$ cat src/rtl/sia_pkg.sv
// ============================================================================
// sia_pkg: sequence identity average shared definitions
// Field widths and fixed constants used by the channel interfaces and core.
// ============================================================================
package sia_pkg;

   localparam int BASE_W = 8;
   localparam int THR_W  = 7;
   localparam int ID_W   = 15;

   // 100 percent in Q8
   localparam logic [ID_W-1:0]  FULL_SCORE_Q8 = 15'd25600;
   localparam logic [THR_W-1:0] THR_RESET     = 7'd70;

   typedef logic [BASE_W-1:0] base_type;
   typedef logic [ID_W-1:0]   identity_type;
   typedef logic [THR_W-1:0]  threshold_type;

endpackage

$ cat src/rtl/sia_req_if.sv
// ============================================================================
// sia_req_if: position request channel
// Valid/ready channel carrying one aligned position of the two sequence sets.
// ============================================================================
interface sia_req_if;
   import sia_pkg::*;

   logic     valid;
   logic     ready;
   base_type base_first;
   logic     first_present;
   base_type base_second;
   logic     second_present;
   logic     end_of_sequence;
   logic     end_of_set;

   modport source (
      output valid, base_first, first_present, base_second, second_present,
             end_of_sequence, end_of_set,
      input  ready
   );

   modport sink (
      input  valid, base_first, first_present, base_second, second_present,
             end_of_sequence, end_of_set,
      output ready
   );

endinterface

$ cat src/rtl/sia_rsp_if.sv
// ============================================================================
// sia_rsp_if: set result channel
// Valid/ready channel carrying the average identity and same-kind flag.
// ============================================================================
interface sia_rsp_if;
   import sia_pkg::*;

   logic         valid;
   logic         ready;
   identity_type identity_q8;
   logic         same_kind;

   modport source (
      output valid, identity_q8, same_kind,
      input  ready
   );

   modport sink (
      input  valid, identity_q8, same_kind,
      output ready
   );

endinterface

$ cat src/rtl/sequence_identity_average_core.sv
// ============================================================================
// sequence_identity_average_core: average percent identity of two sequence sets
// Counts mismatches per aligned pair, scores each pair in Q8 percent with a
// shared restoring divider, and reports the set average with a same-kind flag.
// ============================================================================
// Usage:
//   req_ch carries one aligned position per request. end_of_sequence closes a
//   pair, end_of_set closes the pair and the set. rsp_ch returns one result per
//   set: identity_q8 (average percent * 256) and same_kind (average reaches
//   the csr threshold, written through csr_we/csr_wdata).
// Flow:
//   A plain position is accepted while idle. Closing a non-empty pair runs
//   the constant multiply and then the shared divider, whose width DIV_W is
//   the wider of the pair numerator and the score total (32 bits with the
//   default parameters). Closing a set adds a setup step and, if the set
//   holds pairs, a second divider pass for the average; the result is then
//   held in the output register. req_ch.ready is high only while the block
//   is idle, so no request is taken while a close is worked or a result is
//   pending. The user must write the threshold only while idle; csr_we is
//   not gated by state in the block.
// Reset:
//   Synchronous reset clears all counters, the output valid and sets the
//   threshold to 70. If the receiver stalls the result holds in its register
//   and no new request is taken until it is taken.
// ============================================================================
module sequence_identity_average_core #(
   parameter int MAX_SEQ_LEN = 65536,
   parameter int MAX_PAIRS   = 256
) (
   input  logic                   clock,
   input  logic                   reset,
   sia_req_if.sink                req_ch,
   sia_rsp_if.source              rsp_ch,
   input  logic                   csr_we,
   input  sia_pkg::threshold_type csr_wdata
);
   import sia_pkg::*;

   localparam int LEN_W = $clog2(MAX_SEQ_LEN + 1);
   localparam int PC_W  = $clog2(MAX_PAIRS + 1);
   localparam int SUM_W = $clog2(MAX_PAIRS * 25600 + 1);
   localparam int NUM_W = LEN_W + ID_W;
   localparam int DEN_W = (LEN_W > PC_W) ? LEN_W : PC_W;
   localparam int DIV_W = (NUM_W > SUM_W) ? NUM_W : SUM_W;
   localparam int CNT_W = $clog2(DIV_W);

   localparam logic [2:0] ST_IDLE    = 3'd0;
   localparam logic [2:0] ST_MUL     = 3'd1;
   localparam logic [2:0] ST_DIVPAIR = 3'd2;
   localparam logic [2:0] ST_SETUP   = 3'd3;
   localparam logic [2:0] ST_DIVAVG  = 3'd4;
   localparam logic [2:0] ST_OUT     = 3'd5;

   logic [2:0]       state_ff, state_in;
   logic [LEN_W-1:0] pos_ff, pos_in;
   logic [LEN_W-1:0] mis_ff, mis_in;
   logic [SUM_W-1:0] total_ff, total_in;
   logic [PC_W-1:0]  pairs_ff, pairs_in;
   threshold_type    thr_ff, thr_in;
   logic             set_ff, set_in;
   logic             valid_ff, valid_in;
   logic [LEN_W-1:0] diff_ff, diff_in;
   logic [DEN_W-1:0] den_ff, den_in;
   logic [DIV_W-1:0] num_ff, num_in;
   logic [DEN_W:0]   rem_ff, rem_in;
   logic [CNT_W-1:0] cnt_ff, cnt_in;
   identity_type     res_ff, res_in;
   logic             kind_ff, kind_in;

   logic [LEN_W-1:0] pos_upd, mis_upd;
   logic [DEN_W:0]   rem_shift, rem_sub;
   logic             q_bit;
   logic [DIV_W-1:0] num_step;
   logic             div_done;
   identity_type     quot;
   identity_type     thr_q8;
   logic             close_pair;
   logic             room;

   assign thr_q8 = {thr_ff, 8'd0};

   // position bookkeeping for the incoming request
   always_comb begin
      pos_upd = pos_ff;
      mis_upd = mis_ff;
      if ((req_ch.first_present || req_ch.second_present) &&
          (pos_ff < LEN_W'(MAX_SEQ_LEN))) begin
         pos_upd = pos_ff + LEN_W'(1);
         if (!(req_ch.first_present && req_ch.second_present) ||
             (req_ch.base_first != req_ch.base_second))
            mis_upd = mis_ff + LEN_W'(1);
      end
   end

   // one restoring divider step, shared by pair scores and the set average
   always_comb begin
      rem_shift = {rem_ff[DEN_W-1:0], num_ff[DIV_W-1]};
      rem_sub   = rem_shift - {1'b0, den_ff};
      q_bit     = (rem_shift >= {1'b0, den_ff});
      num_step  = {num_ff[DIV_W-2:0], q_bit};
      div_done  = (cnt_ff == CNT_W'(DIV_W - 1));
      quot      = num_step[ID_W-1:0];
   end

   assign close_pair = req_ch.end_of_sequence || req_ch.end_of_set;
   assign room       = (pairs_ff < PC_W'(MAX_PAIRS));

   always_comb begin
      state_in = state_ff;
      pos_in   = pos_ff;
      mis_in   = mis_ff;
      total_in = total_ff;
      pairs_in = pairs_ff;
      thr_in   = csr_we ? csr_wdata : thr_ff;
      set_in   = set_ff;
      valid_in = valid_ff;
      diff_in  = diff_ff;
      den_in   = den_ff;
      num_in   = num_ff;
      rem_in   = rem_ff;
      cnt_in   = cnt_ff;
      res_in   = res_ff;
      kind_in  = kind_ff;

      unique case (state_ff)
         ST_IDLE: begin
            if (req_ch.valid) begin
               if (close_pair) begin
                  pos_in = '0;
                  mis_in = '0;
                  set_in = req_ch.end_of_set;
                  if (room && (pos_upd == '0)) begin
                     // empty pair scores full
                     total_in = total_ff + SUM_W'(FULL_SCORE_Q8);
                     pairs_in = pairs_ff + PC_W'(1);
                     state_in = req_ch.end_of_set ? ST_SETUP : ST_IDLE;
                  end else if (room) begin
                     diff_in  = pos_upd - mis_upd;
                     den_in   = DEN_W'(pos_upd);
                     state_in = ST_MUL;
                  end else begin
                     state_in = req_ch.end_of_set ? ST_SETUP : ST_IDLE;
                  end
               end else begin
                  pos_in = pos_upd;
                  mis_in = mis_upd;
               end
            end
         end
         ST_MUL: begin
            num_in   = DIV_W'(NUM_W'(diff_ff) * NUM_W'(FULL_SCORE_Q8));
            rem_in   = '0;
            cnt_in   = '0;
            state_in = ST_DIVPAIR;
         end
         ST_DIVPAIR: begin
            num_in = num_step;
            rem_in = q_bit ? rem_sub : rem_shift;
            cnt_in = cnt_ff + CNT_W'(1);
            if (div_done) begin
               total_in = total_ff + SUM_W'(quot);
               pairs_in = pairs_ff + PC_W'(1);
               state_in = set_ff ? ST_SETUP : ST_IDLE;
            end
         end
         ST_SETUP: begin
            if (pairs_ff == '0) begin
               res_in   = '0;
               kind_in  = (thr_q8 == '0);
               valid_in = 1'b1;
               state_in = ST_OUT;
            end else begin
               num_in   = DIV_W'(total_ff);
               den_in   = DEN_W'(pairs_ff);
               rem_in   = '0;
               cnt_in   = '0;
               state_in = ST_DIVAVG;
            end
         end
         ST_DIVAVG: begin
            num_in = num_step;
            rem_in = q_bit ? rem_sub : rem_shift;
            cnt_in = cnt_ff + CNT_W'(1);
            if (div_done) begin
               res_in   = quot;
               kind_in  = (quot >= thr_q8);
               total_in = '0;
               pairs_in = '0;
               valid_in = 1'b1;
               state_in = ST_OUT;
            end
         end
         ST_OUT: begin
            if (rsp_ch.ready) begin
               valid_in = 1'b0;
               state_in = ST_IDLE;
            end
         end
         default: begin
            state_in = ST_IDLE;
            valid_in = 1'b0;
         end
      endcase
   end

   always_ff @(posedge clock) begin
      if (reset) begin
         state_ff <= ST_IDLE;
         pos_ff   <= '0;
         mis_ff   <= '0;
         total_ff <= '0;
         pairs_ff <= '0;
         thr_ff   <= THR_RESET;
         set_ff   <= 1'b0;
         valid_ff <= 1'b0;
         cnt_ff   <= '0;
      end else begin
         state_ff <= state_in;
         pos_ff   <= pos_in;
         mis_ff   <= mis_in;
         total_ff <= total_in;
         pairs_ff <= pairs_in;
         thr_ff   <= thr_in;
         set_ff   <= set_in;
         valid_ff <= valid_in;
         cnt_ff   <= cnt_in;
      end
   end

   always_ff @(posedge clock) begin
      diff_ff <= diff_in;
      den_ff  <= den_in;
      num_ff  <= num_in;
      rem_ff  <= rem_in;
      res_ff  <= res_in;
      kind_ff <= kind_in;
   end

   assign req_ch.ready       = (state_ff == ST_IDLE);
   assign rsp_ch.valid       = valid_ff;
   assign rsp_ch.identity_q8 = res_ff;
   assign rsp_ch.same_kind   = kind_ff;

   // ------------------------------------------------------------------------
   // checks
   // ------------------------------------------------------------------------
   a_no_req_while_rsp: assert property (@(posedge clock) disable iff (reset)
      !(req_ch.ready && rsp_ch.valid))
      else $error("request taken while a result is pending");

   a_score_range: assert property (@(posedge clock) disable iff (reset)
      rsp_ch.valid |-> (rsp_ch.identity_q8 <= FULL_SCORE_Q8))
      else $error("average identity above 100 percent");

   a_kind_match: assert property (@(posedge clock) disable iff (reset)
      rsp_ch.valid |-> (rsp_ch.same_kind == (rsp_ch.identity_q8 >= thr_q8)))
      else $error("same_kind disagrees with threshold");

   a_mis_bound: assert property (@(posedge clock) disable iff (reset)
      (mis_ff <= pos_ff) && (pos_ff <= LEN_W'(MAX_SEQ_LEN)))
      else $error("mismatch or position count out of range");

   a_pairs_bound: assert property (@(posedge clock) disable iff (reset)
      (pairs_ff <= PC_W'(MAX_PAIRS)))
      else $error("pair count above limit");

endmodule
$ cat src/flat_wrapper.sv
// flat-port wrapper written by rule: the top's interface ports become plain ports
module sequence_identity_average_core_flat import sia_pkg::*;
#(
   parameter int MAX_SEQ_LEN = 65536,
   parameter int MAX_PAIRS   = 256
)
  (clock, reset, csr_we, csr_wdata, req_ch_valid, req_ch_base_first, req_ch_first_present, req_ch_base_second, req_ch_second_present, req_ch_end_of_sequence, req_ch_end_of_set, req_ch_ready, rsp_ch_valid, rsp_ch_identity_q8, rsp_ch_same_kind, rsp_ch_ready);
  sia_req_if req_ch_i ();
  sia_rsp_if rsp_ch_i ();
  input  logic clock;
  input  logic reset;
  input  logic csr_we;
  input  sia_pkg::threshold_type csr_wdata;
  input wire logic [$bits(req_ch_i.valid)-1:0] req_ch_valid;
  input wire logic [$bits(req_ch_i.base_first)-1:0] req_ch_base_first;
  input wire logic [$bits(req_ch_i.first_present)-1:0] req_ch_first_present;
  input wire logic [$bits(req_ch_i.base_second)-1:0] req_ch_base_second;
  input wire logic [$bits(req_ch_i.second_present)-1:0] req_ch_second_present;
  input wire logic [$bits(req_ch_i.end_of_sequence)-1:0] req_ch_end_of_sequence;
  input wire logic [$bits(req_ch_i.end_of_set)-1:0] req_ch_end_of_set;
  output wire logic [$bits(req_ch_i.ready)-1:0] req_ch_ready;
  output wire logic [$bits(rsp_ch_i.valid)-1:0] rsp_ch_valid;
  output wire logic [$bits(rsp_ch_i.identity_q8)-1:0] rsp_ch_identity_q8;
  output wire logic [$bits(rsp_ch_i.same_kind)-1:0] rsp_ch_same_kind;
  input wire logic [$bits(rsp_ch_i.ready)-1:0] rsp_ch_ready;
  assign req_ch_i.valid = req_ch_valid;
  assign req_ch_i.base_first = req_ch_base_first;
  assign req_ch_i.first_present = req_ch_first_present;
  assign req_ch_i.base_second = req_ch_base_second;
  assign req_ch_i.second_present = req_ch_second_present;
  assign req_ch_i.end_of_sequence = req_ch_end_of_sequence;
  assign req_ch_i.end_of_set = req_ch_end_of_set;
  assign req_ch_ready = req_ch_i.ready;
  assign rsp_ch_valid = rsp_ch_i.valid;
  assign rsp_ch_identity_q8 = rsp_ch_i.identity_q8;
  assign rsp_ch_same_kind = rsp_ch_i.same_kind;
  assign rsp_ch_i.ready = rsp_ch_ready;
  sequence_identity_average_core #(.MAX_SEQ_LEN(MAX_SEQ_LEN), .MAX_PAIRS(MAX_PAIRS)) u_core (.clock(clock), .reset(reset), .req_ch(req_ch_i), .rsp_ch(rsp_ch_i), .csr_we(csr_we), .csr_wdata(csr_wdata));
endmodule
$ cat config.mk
export PLATFORM = sky130hd
export DESIGN_NAME = sequence_identity_average_core_flat
export DESIGN_NICKNAME = d
export VERILOG_FILES = /design/src/rtl/sia_pkg.sv /design/src/rtl/sia_req_if.sv /design/src/rtl/sia_rsp_if.sv /design/src/rtl/sequence_identity_average_core.sv /design/src/flat_wrapper.sv
export SDC_FILE = /design/constraint.sdc
export NUM_CORES = 1
export LEC_CHECK = 0
export ABC_CLOCK_PERIOD_IN_PS = 13600
export BUFFER_PORTS_ARGS = -buffer_cell sky130_fd_sc_hd__buf_2
export CELL_PAD_IN_SITES_DETAIL_PLACEMENT = 2
export CELL_PAD_IN_SITES_GLOBAL_PLACEMENT = 2
export CORE_MARGIN = 3
export CORE_UTILIZATION = 43
export DETAILED_ROUTE_END_ITERATION = 7
export PLACE_DENSITY_LB_ADDON = 0.12
export REMOVE_ABC_BUFFERS = 1
export SLEW_MARGIN = 5
export SYNTH_ARGS = -nofsm -noshare
export SYNTH_HDL_FRONTEND = slang
export SYNTH_SLANG_ARGS = --single-unit
$ cat constraint.sdc
create_clock -name clock -period 13.6 [get_ports clock]
set_input_delay 1.36 -clock clock [delete_from_list [all_inputs] [get_ports clock]]
set_output_delay 1.36 -clock clock [all_outputs]
set_load 0.05 [all_outputs]
==> key figures <==
CTS
  – Hold-fix buffers, CTS: 0
  – CTS root buf: clkbuf_16
  – H-tree depth: 4
  – Number of buffers created by CTS: 17
  – CTS tree: built
  – CTS clk-pin slew, worst paths: 80 ps
  – Resized Gates After CTS: 0
  – Post-CTS Setup Inserts: 0
  – CTS sink cnt: 182
  – Clk buf depth: 2
  – Worst-skew pair later-pin latency: 460 ps

Floorplanning
  – # IOs: 50
  – Initial core utilization: 0.4417
  – Row count: 62
  – Die area: 0.03191 mm²
  – Die W: 178.6 µm
  – Die Y: 178.6 µm
  – Core area: 0.02901 mm²

Timing
  – Worst-Margin Slew: 1206 ps
  – Max-slew violations: 0
  – Final Hold Slack: 505.3 ps
  – Tmin final: 5678 ps
  – Worst clock skew: 18.96 ps
  – Tcrit/Tclk final: 0.4175
  – Final setup margin: 7922 ps
  – Fmax: 0.1761 GHz
  – RSZ-0062 raised after global routing: no
  – Final Setup Violations: 0
  – Total count of hold-check failures in the final report: 0
  – Worst rel slew slack: 0.1876
  – Final TNS setup: 0 ps

Detailed routing
  – DRC: 0
  – Iteration-0 DRC Markers: 693
  – Drt via density: 6.099
  – DR WL/cell: 23.85 µm
  – Final ANT Viol Nets: 0
  – Via Count: 11,500
  – Drt first pass iters: 5
  – Routed WL: 44,990 µm

Setup path
  – Startpoint Class: flip-flop
  – Number of cells on the worst reg-to-reg path: 19
  – Setup crit end kind: flip-flop
  – RR Endpoint: u_core.total_ff[22]
  – CP max FO: 18
  – Crit path DAT: 6040 ps
  – R2r setup slk: 7920 ps
  – Critical R2R Launch: u_core.rem_ff[10]
  – Kind of critical path: flip-flop to flip-flop
  – CP required: 13,960 ps

Global routing
  – Vias in the first global route: 12,570
  – Initial antenna violation count: 2
  – Largest net degree at the start of global routing: 78
  – Total GRT Usage: 0.2858
  – GRT Residual Overflow: 0
  – First-pass GRT wire length: 71,170 µm

Hold path
  – Worst Hold End: u_core.total_ff[0]
  – Hold Path Class: flip-flop to flip-flop
  – Hold Crit Depth: 2
  – Hold_sp: u_core.total_ff[0]

Yosys
  – Async S/R FF share, synth: 0
  – Avg Cell Area, Syn: 8.717 µm²
  – Sequential fraction of the synthesis area: 0.3617
  – Cell taking the most area after synthesis: edfxtp_1
  – Post-synthesis cell type count: 78
  – Primary FF master, synth: edfxtp_1
  – Top post-synthesis cells by area: edfxtp_1 23%, dfxtp_1 13%, ha_1 12%
  – Post-Synthesis Cells: 1,470
  – Mapped Area: 0.01281 mm²
  – Top cell type's share of synthesized area: 0.2320
  – YS warnings: 0
  – Number of synthesized register bits: 182
  – Number of synthesized flops with an enable pin: 99

Power
  – Comb pwr share: 0.545
  – Switching power total: 1.457 mW
  – Int Pwr: 1.701 mW
  – Pwr/cell area: 225.3 mW/mm²
  – Clock power frac: 0.172
  – Max VDD drop: 0.0001182 V
  – Net Sw Frac: 0.4613
  – Register share of total power: 0.283
  – Leak pwr: 5.768 nW

Final layout
  – # nets final: 1,653
  – Commonest non-fill, non-tap cell in the layout: nor2_1
  – Share of layout cells above drive strength 1: 0.08128
  – Most frequent cells in the layout: 162 x nor2_1, 120 x nand2_1, 118 x ha_1
  – Fin cells: 1,886
  – Area Overhead vs Synth: 9.413%

Status
  – Status: finished, final reports clean

Placement
  – Placed cell count: 1,853
  – Port bufs: 49
  – Gpl congestion: 0.8421
  – Post-Place Worst Slack: 8083 ps
  – DP HPWL: 32,190 µm

Flow run
  – Max Cap Viol: 0
==> synth_stat cells (34+ instances only) <==
cell and n:
dfxtp_1 83, inv_1 104, nor3_1 42, clkbuf_1 50, and3_1 34, a21oi_1 110, xnor2_1 51, o21ai_0 82
nor2_1 162, xor2_1 37, nand2_1 120, ha_1 118, edfxtp_1 99
==> worst max-delay path by stage <==
stage / from / to / depth (start not counted) / slack (ps)
2_1_floorplan: req_ch_base_first[2] / u_core.diff_ff[16] / 17 / 8960
3_3_place_gp: req_ch_base_second[1] / u_core.diff_ff[16] / 18 / 8440
3_5_place_dp: u_core.rem_ff[10] / u_core.total_ff[22] / 19 / 8080
4_1_cts: u_core.rem_ff[10] / u_core.total_ff[22] / 19 / 7970
5_1_grt: u_core.rem_ff[10] / u_core.total_ff[22] / 19 / 7520
6_report: u_core.rem_ff[10] / u_core.total_ff[22] / 19 / 7920
==> critical path, cell delays in order, from the launching register on <==
cell      delay (ps)
edfxtp_1         410
ha_1             390
a21oi_1          280
o21ai_0          200
or3_1            330
o21ai_1          250
o21ai_1          100
a211o_1          570
ha_1             370
inv_1            100
fa_1             200
nor2b_1           80
o31a_1           300
o311a_1          370
o211ai_1         230
a21oi_1          130
o31ai_1          640
mux2i_1          260
a211oi_1         100
a211oi_1         250
==> per-layer routing <==
metal / vias to the layer above / GRT usage / wire, µm / part of all wire
met5: - / 0 / 13 / 0.00029
met4: 2 / 0.07565 / 785 / 0.017
met3: 62 / 0.04960 / 1683 / 0.037
met2: 219 / 0.4987 / 22780 / 0.51
met1: 5921 / 0.3647 / 19730 / 0.44
li1: 5299 / - / - / -
==> stage by stage <==
step | cell area, µm² | total power [mW] | util
after global placement | 13400 | 2.446 | 0.4620
after global routing | 14020 | 3.386 | 0.4831
after CTS | 14020 | 3.161 | 0.4831
final | 14020 | 3.158 | 0.4832
after detailed placement | 13400 | 2.577 | 0.4620
after floorplan | 12550 | 2.027 | -
==> flip-flops by register name, indices dropped and copies added, names as in the netlist <==
register / flops
u_core.rsp_ch.identity_q8: 15
u_core.state_ff: 3
u_core.pos_ff: 17
u_core.set_ff: 1
u_core.den_ff: 17
u_core.num_ff: 32
u_core.thr_ff: 7
u_core.rsp_ch.valid: 1
u_core.cnt_ff: 5
u_core.diff_ff: 17
u_core.pairs_ff: 9
u_core.rem_ff: 17
u_core.total_ff: 23
u_core.rsp_ch.same_kind: 1
u_core.mis_ff: 17
==> area by class of cell <==
class	instances	area [µm²]
Antenna cell	1	2.502
Clock buffer	17	425.4
Inverter	107	401.6
Clock inverter	15	188.9
Sequential cell	182	4634
Timing Repair Buffer	65	365.4
Fill cell	3183	14990
Multi-Input combinational cell	1115	7521
Tap cell	384	480.5
==> power by group through the flow <==
| stage | clock [mW] | combinational (mW) | sequential [mW] |
|---|---|---|---|
| 5_1_grt | 0.569 | 1.91 | 0.906 |
| 3_3_place_gp | 0 | 1.56 | 0.890 |
| 4_1_cts | 0.550 | 1.72 | 0.891 |
| 6_report | 0.544 | 1.72 | 0.893 |
| 2_1_floorplan | 0 | 1.14 | 0.890 |
| 3_5_place_dp | 0 | 1.68 | 0.900 |
==> cell families after synthesis <==
| kind of cell | after synthesis | share of synthesized area |
|---|---|---|
| flip-flops | 182 | 0.3617 |
| adder cells (fa/ha/maj) | 133 | 0.1387 |
| AND/OR/NAND/NOR | 501 | 0.1883 |
| multiplexers | 9 | 0.007226 |
| buffers and inverters | 173 | 0.05165 |
| AO/OA/AOI/OAI | 384 | 0.1924 |
| XOR/XNOR | 88 | 0.06015 |
(Power assumes the default switching activity.)
